File: src/rtl/fsla_pkg.sv
// Shared types and constants for the fixed-slot free-list allocator.
// Used by fsla_ctrl and fixed_slot_free_list_allocator_top; no dependencies.
package fsla_pkg;

  localparam int NUM_SLOTS = 256;
  localparam int SLOT_W    = 8;
  localparam int CNT_W     = 9;
  localparam int ESZ_W     = 13;
  localparam int OFS_W     = 20;
  localparam int CFG_W     = 13;
  localparam int CFG_IDX_W = 1;

  // Request codes
  typedef enum logic [1:0] {
    REQ_ALLOC  = 2'd0,
    REQ_FREE   = 2'd1,
    REQ_REINIT = 2'd2,
    REQ_NOP    = 2'd3
  } req_t;

  // Status codes
  typedef enum logic [1:0] {
    ST_DONE  = 2'd0,
    ST_EMPTY = 2'd1,
    ST_FULL  = 2'd2
  } status_t;

  // Configuration register indexes
  localparam logic [CFG_IDX_W-1:0] CFG_SLOT_COUNT   = 1'b0;
  localparam logic [CFG_IDX_W-1:0] CFG_ELEMENT_SIZE = 1'b1;

  // Per-request result handed from the controller to the output stage
  typedef struct packed {
    status_t           status;
    logic [SLOT_W-1:0] grant;
    logic              granted;
    logic [CNT_W-1:0]  free_slots;
  } res_t;

endpackage

File: src/rtl/fixed_slot_free_list_allocator_top.sv
// Fixed-slot free-list allocator: handshake, configuration registers, output stage.
// Depends on fsla_pkg and fsla_ctrl.
//
// Usage: each request transaction on the in_ channel (in_tuser = request
// type, in_tdata = slot index for a free) yields exactly one result
// transaction on the out_ channel, carrying status, granted slot, byte offset
// and the free-slot count after the request. Allocate pops the most recently
// freed slot, or else the next never-used slot in ascending order.
// out_tvalid rises in the cycle after acceptance. A request is taken every cycle
// while the output register can take it, except that after an allocate served
// from the freed-slot stack in_tready drops while the new head's link is read
// from the link memory, whose read port is registered. The result sits in an
// output register; a new request is taken while the receiver stalls only if
// that register is empty, otherwise in_tready drops until out_tready frees it.
// The user must write configuration (cfg_addr 0 = slot count, 1 = element size)
// only while the block is idle; the block itself does not enforce this.
// Reset (rst_n low, synchronous) gives a full pool of 256 slots, element size
// 64, and an empty output register; no memory clearing pass is needed.
module fixed_slot_free_list_allocator_top (
  input  logic        clk,
  input  logic        rst_n,
  input  logic        in_tvalid,
  output logic        in_tready,
  input  logic [7:0]  in_tdata,   // [7:0] slot_index
  input  logic [1:0]  in_tuser,   // [1:0] req_type
  output logic        out_tvalid,
  input  logic        out_tready,
  output logic [39:0] out_tdata,  // [7:0] granted_slot, [27:8] byte_offset,
                                  // [36:28] free_slots, [39:37] zero
  output logic [1:0]  out_tuser,  // [1:0] status
  input  logic        cfg_wr_en,
  input  logic [0:0]  cfg_addr,
  input  logic [12:0] cfg_wdata
);
  import fsla_pkg::*;

  logic [CNT_W-1:0]  slot_count_r;
  logic [ESZ_W-1:0]  element_size_r;
  logic              busy;
  logic              accept;
  res_t              res;
  logic              out_valid_r;
  status_t           status_r;
  logic [SLOT_W-1:0] grant_r;
  logic [OFS_W-1:0]  offset_r;
  logic [CNT_W-1:0]  free_slots_r;
  logic [SLOT_W+ESZ_W-1:0] product;

  assign in_tready = !busy && (!out_valid_r || out_tready);
  assign accept    = in_tvalid && in_tready;

  // Configuration registers
  always_ff @(posedge clk) begin
    if (!rst_n) begin
      slot_count_r   <= CNT_W'(256);
      element_size_r <= ESZ_W'(64);
    end else if (cfg_wr_en) begin
      unique case (cfg_addr)
        CFG_SLOT_COUNT:   slot_count_r   <= cfg_wdata[CNT_W-1:0];
        CFG_ELEMENT_SIZE: element_size_r <= cfg_wdata[ESZ_W-1:0];
        default: begin
        end
      endcase
    end
  end

  fsla_ctrl u_ctrl (
    .clk       (clk),
    .rst_n     (rst_n),
    .accept    (accept),
    .req       (req_t'(in_tuser)),
    .idx       (in_tdata),
    .slot_count(slot_count_r),
    .busy      (busy),
    .res       (res)
  );

  // Byte offset of the granted slot
  assign product = res.granted ? (SLOT_W+ESZ_W)'(res.grant) * (SLOT_W+ESZ_W)'(element_size_r)
                               : '0;

  // Output register: load on accept, drop on delivery
  always_ff @(posedge clk) begin
    if (!rst_n) begin
      out_valid_r <= 1'b0;
    end else if (accept) begin
      out_valid_r <= 1'b1;
    end else if (out_tready) begin
      out_valid_r <= 1'b0;
    end
  end

  always_ff @(posedge clk) begin
    if (accept) begin
      status_r     <= res.status;
      grant_r      <= res.grant;
      offset_r     <= OFS_W'(product);
      free_slots_r <= res.free_slots;
    end
  end

  assign out_tvalid = out_valid_r;
  assign out_tuser  = status_r;
  assign out_tdata  = {3'b000, free_slots_r, offset_r, grant_r};

`ifndef SYNTHESIS
  // Busy from the link fetch after a stack pop clears in the following cycle
  a_busy_one_cycle: assert property (@(posedge clk) disable iff (!rst_n)
    busy |=> !busy)
    else $error("allocator busy for more than one cycle");

  // A failed request grants nothing
  a_fail_no_grant: assert property (@(posedge clk) disable iff (!rst_n)
    out_tvalid && (out_tuser == ST_EMPTY || out_tuser == ST_FULL) |->
      out_tdata[27:0] == 28'd0)
    else $error("grant or offset on a failed request");

  // Free count never exceeds the pool
  a_free_bound: assert property (@(posedge clk) disable iff (!rst_n)
    out_tvalid |-> out_tdata[36:28] <= 9'(NUM_SLOTS))
    else $error("free slot count out of range");
`endif

endmodule

File: src/rtl/fsla_link_ram.sv
// Generic single-write, single-read synchronous RAM with registered read data.
// Holds the next-slot links of the free stack; no dependencies.
module fsla_link_ram #(
  parameter int DEPTH = 256,
  parameter int WIDTH = 8,
  parameter int AW    = $clog2(DEPTH)
) (
  input  logic             clk,
  input  logic             wr_en,
  input  logic [AW-1:0]    wr_addr,
  input  logic [WIDTH-1:0] wr_data,
  input  logic             rd_en,
  input  logic [AW-1:0]    rd_addr,
  output logic [WIDTH-1:0] rd_data
);

  logic [WIDTH-1:0] mem [DEPTH];
  logic [WIDTH-1:0] rd_data_r;

  // Write port
  always_ff @(posedge clk) begin
    if (wr_en) begin
      mem[wr_addr] <= wr_data;
    end
  end

  // Read port, registered read data
  always_ff @(posedge clk) begin
    if (rd_en) begin
      rd_data_r <= mem[rd_addr];
    end
  end

  assign rd_data = rd_data_r;

endmodule

File: src/rtl/fsla_ctrl.sv
// Free-list controller: stack head, prefetched head link, stacked count, fresh counter, free count.
// Depends on fsla_pkg and fsla_link_ram.
module fsla_ctrl (
  input  logic                  clk,
  input  logic                  rst_n,
  input  logic                  accept,
  input  fsla_pkg::req_t        req,
  input  logic [7:0]            idx,
  input  logic [8:0]            slot_count,
  output logic                  busy,
  output fsla_pkg::res_t        res
);
  import fsla_pkg::*;

  logic [SLOT_W-1:0] stack_head_r, stack_head_nxt;
  logic [SLOT_W-1:0] head_link_r, head_link_nxt;
  logic [CNT_W-1:0]  stacked_r, stacked_nxt;
  logic [CNT_W-1:0]  fresh_r, fresh_nxt;
  logic [CNT_W-1:0]  free_r, free_nxt;
  logic              wait_r, wait_nxt;
  logic [CNT_W-1:0]  count;
  logic              do_pop, do_push;
  logic [SLOT_W-1:0] link_rd;

  // Effective pool size
  assign count = (slot_count < CNT_W'(NUM_SLOTS)) ? slot_count : CNT_W'(NUM_SLOTS);

  // Link memory: push writes the old head, pop fetches the link of the new head
  fsla_link_ram #(
    .DEPTH(NUM_SLOTS),
    .WIDTH(SLOT_W)
  ) u_link_ram (
    .clk    (clk),
    .wr_en  (do_push),
    .wr_addr(idx),
    .wr_data(stack_head_r),
    .rd_en  (do_pop),
    .rd_addr(head_link_r),
    .rd_data(link_rd)
  );

  // Decide the request and next state
  always_comb begin
    stack_head_nxt = stack_head_r;
    head_link_nxt  = wait_r ? link_rd : head_link_r;
    stacked_nxt    = stacked_r;
    fresh_nxt      = fresh_r;
    free_nxt       = free_r;
    wait_nxt       = 1'b0;
    do_pop         = 1'b0;
    do_push        = 1'b0;
    res.status     = ST_DONE;
    res.grant      = '0;
    res.granted    = 1'b0;
    if (accept) begin
      unique case (req)
        REQ_ALLOC: begin
          if (free_r != '0 && stacked_r != '0) begin
            do_pop         = 1'b1;
            res.grant      = stack_head_r;
            res.granted    = 1'b1;
            stack_head_nxt = head_link_r;
            stacked_nxt    = stacked_r - 1'b1;
            free_nxt       = free_r - 1'b1;
            wait_nxt       = 1'b1;
          end else if (free_r != '0 && fresh_r < count) begin
            res.grant   = fresh_r[SLOT_W-1:0];
            res.granted = 1'b1;
            fresh_nxt   = fresh_r + 1'b1;
            free_nxt    = free_r - 1'b1;
          end else begin
            res.status = ST_EMPTY;
          end
        end
        REQ_FREE: begin
          if (free_r >= count) begin
            res.status = ST_FULL;
          end else if ({1'b0, idx} < count) begin
            do_push        = 1'b1;
            head_link_nxt  = stack_head_r;
            stack_head_nxt = idx;
            stacked_nxt    = stacked_r + 1'b1;
            free_nxt       = free_r + 1'b1;
          end
        end
        REQ_REINIT: begin
          stack_head_nxt = '0;
          stacked_nxt    = '0;
          fresh_nxt      = '0;
          free_nxt       = count;
        end
        REQ_NOP: begin
        end
        default: begin
        end
      endcase
    end
    res.free_slots = free_nxt;
  end

  // Hold allocator state
  always_ff @(posedge clk) begin
    if (!rst_n) begin
      stack_head_r <= '0;
      head_link_r  <= '0;
      stacked_r    <= '0;
      fresh_r      <= '0;
      free_r       <= CNT_W'(NUM_SLOTS);
      wait_r       <= 1'b0;
    end else begin
      stack_head_r <= stack_head_nxt;
      head_link_r  <= head_link_nxt;
      stacked_r    <= stacked_nxt;
      fresh_r      <= fresh_nxt;
      free_r       <= free_nxt;
      wait_r       <= wait_nxt;
    end
  end

  assign busy = wait_r;

endmodule
File: config.mk
export PLATFORM = sky130hd
export DESIGN_NAME = fixed_slot_free_list_allocator_top
export DESIGN_NICKNAME = d
export VERILOG_FILES = /design/src/rtl/fsla_pkg.sv /design/src/rtl/fixed_slot_free_list_allocator_top.sv /design/src/rtl/fsla_link_ram.sv /design/src/rtl/fsla_ctrl.sv
export SDC_FILE = /design/constraint.sdc
export NUM_CORES = 2
export LEC_CHECK = 0
export ABC_AREA = 1
export BUFFER_PORTS_ARGS = -buffer_cell sky130_fd_sc_hd__buf_2
export CORE_ASPECT_RATIO = 1.5
export CORE_MARGIN = 2
export CORE_UTILIZATION = 30
export CTS_BUF_LIST = sky130_fd_sc_hd__clkbuf_2
export DETAILED_ROUTE_END_ITERATION = 16
export SYNTH_ARGS = -nofsm -noshare
export SYNTH_HDL_FRONTEND = slang
export SYNTH_SLANG_ARGS = --single-unit
File: constraint.sdc
create_clock -name clk -period 7.9 [get_ports clk]
set_clock_uncertainty 0.15 [all_clocks]
set_input_delay 0.395 -clock clk [delete_from_list [all_inputs] [get_ports clk]]
set_output_delay 0.395 -clock clk [all_outputs]
set_load 0.02 [all_outputs]
==> impl_metrics.tcl <==
set metrics [dict create \
    status "finished, final reports clean" \
    ant_nets 0 \
    vias_per_cell 5.05 \
    track_usage_pct 16.8 \
    power_density_nw_per_um2 219 \
    yosysMostFrequentCell "nand2_1" \
    grt_pass1_wl_um 400000 \
    async_flop_share_pct 0 \
    critical_path.top_delay_family "buffers and inverters" \
    ioPinCount 73 \
    setup_viol 0 \
    synth_top_family_by_area "simple AND/OR/NAND/NOR gates" \
    io_buffers 69 \
    reg2regPathDepth 17 \
    die_area_um2 311000 \
    required_ns 8.99 \
    synth_top_cell_by_area "edfxtp_1" \
    drtPass1Iterations 6 \
    period_needed_ns 7.54 \
    antenna_found_initial 7 \
    fp.coreArea_um2 306000 \
    synth_cell_types 48 \
    worstMarginPinSlew_ns 1.16 \
    hpwl_um 154000 \
    p_leak_nw 36.5 \
    min_path_cells 6 \
    criticalPathCategory "reg -> reg" \
    yosys_warnings 0 \
    cp-start-kind "flip-flop" \
    synth-edff-count 2095 \
    ir_worst_vdd_uv 100 \
    hold_end "u_ctrl.u_link_ram.mem[62][6]" \
    drt-wirelength-per-cell_um 21.2 \
    fillCellCount 30648 \
    cts_tree "yes" \
    start_util_pct 30.1 \
    hp-start "in_tdata[5]" \
    synthFlopType "edfxtp_1" \
    fmax_mhz 133 \
    area_growth_pct 10.3 \
    route.detailed.drc 0 \
    cts_buffers 454 \
    fin_util_pct 33.2 \
    r2r-start "slot_count_r[8]" \
    row_count 249 \
    synth_mux_area_share_pct 0 \
    syn_inst 8162 \
    grt-ovfl-total 0 \
    yosysSeqAreaShare_pct 69.9 \
    drive_gt1_share_pct 10.5 \
    slowest_stage "dlygate4sd3_1" \
    first_iter_violations 6390 \
    synth-compound-area-share_pct 1.37 \
    nets 8549 \
    ys_top_cells_by_count "2299 x nand2_1, 2095 x edfxtp_1, 2082 x nand3_1" \
    die_h_um 682 \
    grt_pass1_vias 63906 \
    cp_num_buf_inv 6 \
    synthSimpleGateAreaFrac_pct 23.0 \
    clk_path_buf_depth 4 \
    grt_max_degree 202 \
    worstPathCellList "inv_2 -> nand2_1 -> ha_1 -> a21oi_1 -> o21ai_0 -> nand2_2 -> dlygate4sd3_1 -> nand3_4 -> dlygate4sd3_1 -> inv_2 -> nand3_4 -> nor2_4 -> dlygate4sd3_1 -> inv_2 -> nor3_2 -> nand2_1 -> nor2_1" \
    insertion_delay_ns 1.75 \
    htree_levels 5 \
    maxSlewViolCount 0 \
    gp_congestion 0.866 \
    cts.sinks 2162 \
    fin_crit_sh_pct 95.5 \
    chipWidth_um 456 \
    crit_path_end_kind "flip-flop" \
    wl_um 270000 \
    yosys-top-cells-area "edfxtp_1 68%, nand3_1 11%, nand2_1 9.4%, nor2_1 1.7%, clkbuf_1 1.5%" \
    critPathMaxStageDelay_ns 1.03 \
    fin_setup_tns_ns 0 \
    yosys.area.top_type_share_pct 68.4 \
    syn_area_um2 92000 \
    synth_xor_area_share_pct 0.152 \
    r2r_end "u_ctrl.u_link_ram.mem[100][7]" \
    rsz0062_at_grt "false" \
    slew_headroom_pct 22.5 \
    r2r_setup_slack_ns 0.36 \
    cp.arrival_ns 8.63 \
    hold_violations 0 \
    clk_pin_slew_worst_paths_ns 0.13 \
    synth_area_per_cell_um2 11.3 \
    synthAdderAreaFrac_pct 2.48 \
    root_buffer "clkbuf_2" \
    cts_resized 0 \
    route.vias.total 64262 \
    hp-class "in -> reg" \
    synth_seq_cells 2162 \
    whs_ns 0.246 \
    cp_max_fo 22 \
    cap_violations 0 \
]
[worst min-delay path, delay by kind of cell]
family	cells	cell delay [ns]
buffers and inverters	3	0.90
AND/OR/NAND/NOR	3	0.57
[where the power goes]
part | total [mW] | leakage (nW) | internal [mW] | switching, mW
clock | 6.78 | 3.08 | 2.44 | 4.34
combinational | 2.46 | 13.7 | 0.589 | 1.87
sequential | 13.0 | 19.7 | 12.8 | 0.141
[cells by family after synthesis]
group,count (synthesis)
AOI/OAI and AO/OA,227
xor gates and xnor gates,16
adders and majority gates,143
buffers and inverters,745
DFF,2162
other,1
and+or+nand+nor,4868
[sequential cells by signal, indices dropped and copies added (netlist names)]
name and cells:
element_size_r 13, free_slots_r 9, grant_r 8, offset_r 20
out_tuser 2, out_tvalid 1, slot_count_r 9, u_ctrl.busy 1
u_ctrl.free_r 9, u_ctrl.fresh_r 9, u_ctrl.head_link_r 8, u_ctrl.stack_head_r 8
u_ctrl.stacked_r 9, u_ctrl.u_link_ram.mem 2048, u_ctrl.u_link_ram.rd_data 8
[per-layer routing]
layer / global-route usage (%) / vias up / part of all wire [%]
met4: 9.60 / 2 / 5.6
met3: 2.76 / 687 / 7.0
met1: 18.9 / 31463 / 36
met5: 0 / - / 0.0048
li1: - / 29336 / -
met2: 30.2 / 2774 / 51
[cell usage in the layout (no fill, tap or decap), types with 66 or more instances in the layout]
master | Yosys | layout
nand2_1 | 2299 | 2283
edfxtp_1 | 2095 | 2095
nand3_1 | 2082 | 2082
clkbuf_2 | 0 | 637
nor2_1 | 428 | 428
inv_1 | 214 | 210
dlygate4sd3_1 | 0 | 119
clkinv_1 | 5 | 110
a21oi_1 | 99 | 99
o21ai_0 | 83 | 83
ha_1 | 77 | 77
buf_4 | 4 | 72
buf_2 | 69 | 69
fa_1 | 66 | 66
[worst max path at each step]
stage,from,end,slack [ns],depth (start not counted)
2_1_floorplan,u_ctrl.stack_head_r[5],offset_r[14],0.003,19
3_3_place_gp,slot_count_r[8],offset_r[19],1.16,26
3_5_place_dp,slot_count_r[8],offset_r[19],1.16,24
4_1_cts,slot_count_r[8],u_ctrl.u_link_ram.mem[100][3],0.44,17
5_1_grt,slot_count_r[8],u_ctrl.u_link_ram.mem[100][7],0.15,17
6_report,slot_count_r[8],u_ctrl.u_link_ram.mem[100][7],0.36,17
[timing repair]
item	4_1_cts	5_1_grt
buffers inserted	0	0
hold buffers	119	0
endpoints found under the hold margin	2009	0
[through the flow]
| step | worst slack, ns | area, um^2 | power [mW] | instances |
|---|---|---|---|---|
| finish | 0.359 | 101000 | 22.2 | 12736 |
| global route | 0.145 | 101000 | 23.1 | 12732 |
| CTS | 0.439 | 101000 | 22.4 | 12729 |
| detailed placement | 1.16 | 96200 | 15.6 | 11818 |
| global placement | 1.16 | 96200 | 15.6 | 11818 |
| floorplan | 0.00251 | 92000 | 14.6 | 8164 |
[layout make-up]
cell class,count,area (um^2),area share (%)
repair buffers,274,2360,2.32
flip-flops and latches,2162,64300,63.4
clock buffers,637,3190,3.14
multi-input cells,5257,24900,24.5
well taps,4016,5020,4.95
diodes,7,17.5,0.0173
clock inverters,155,847,0.835
inverters,228,881,0.868
(Power assumes the default switching activity.)
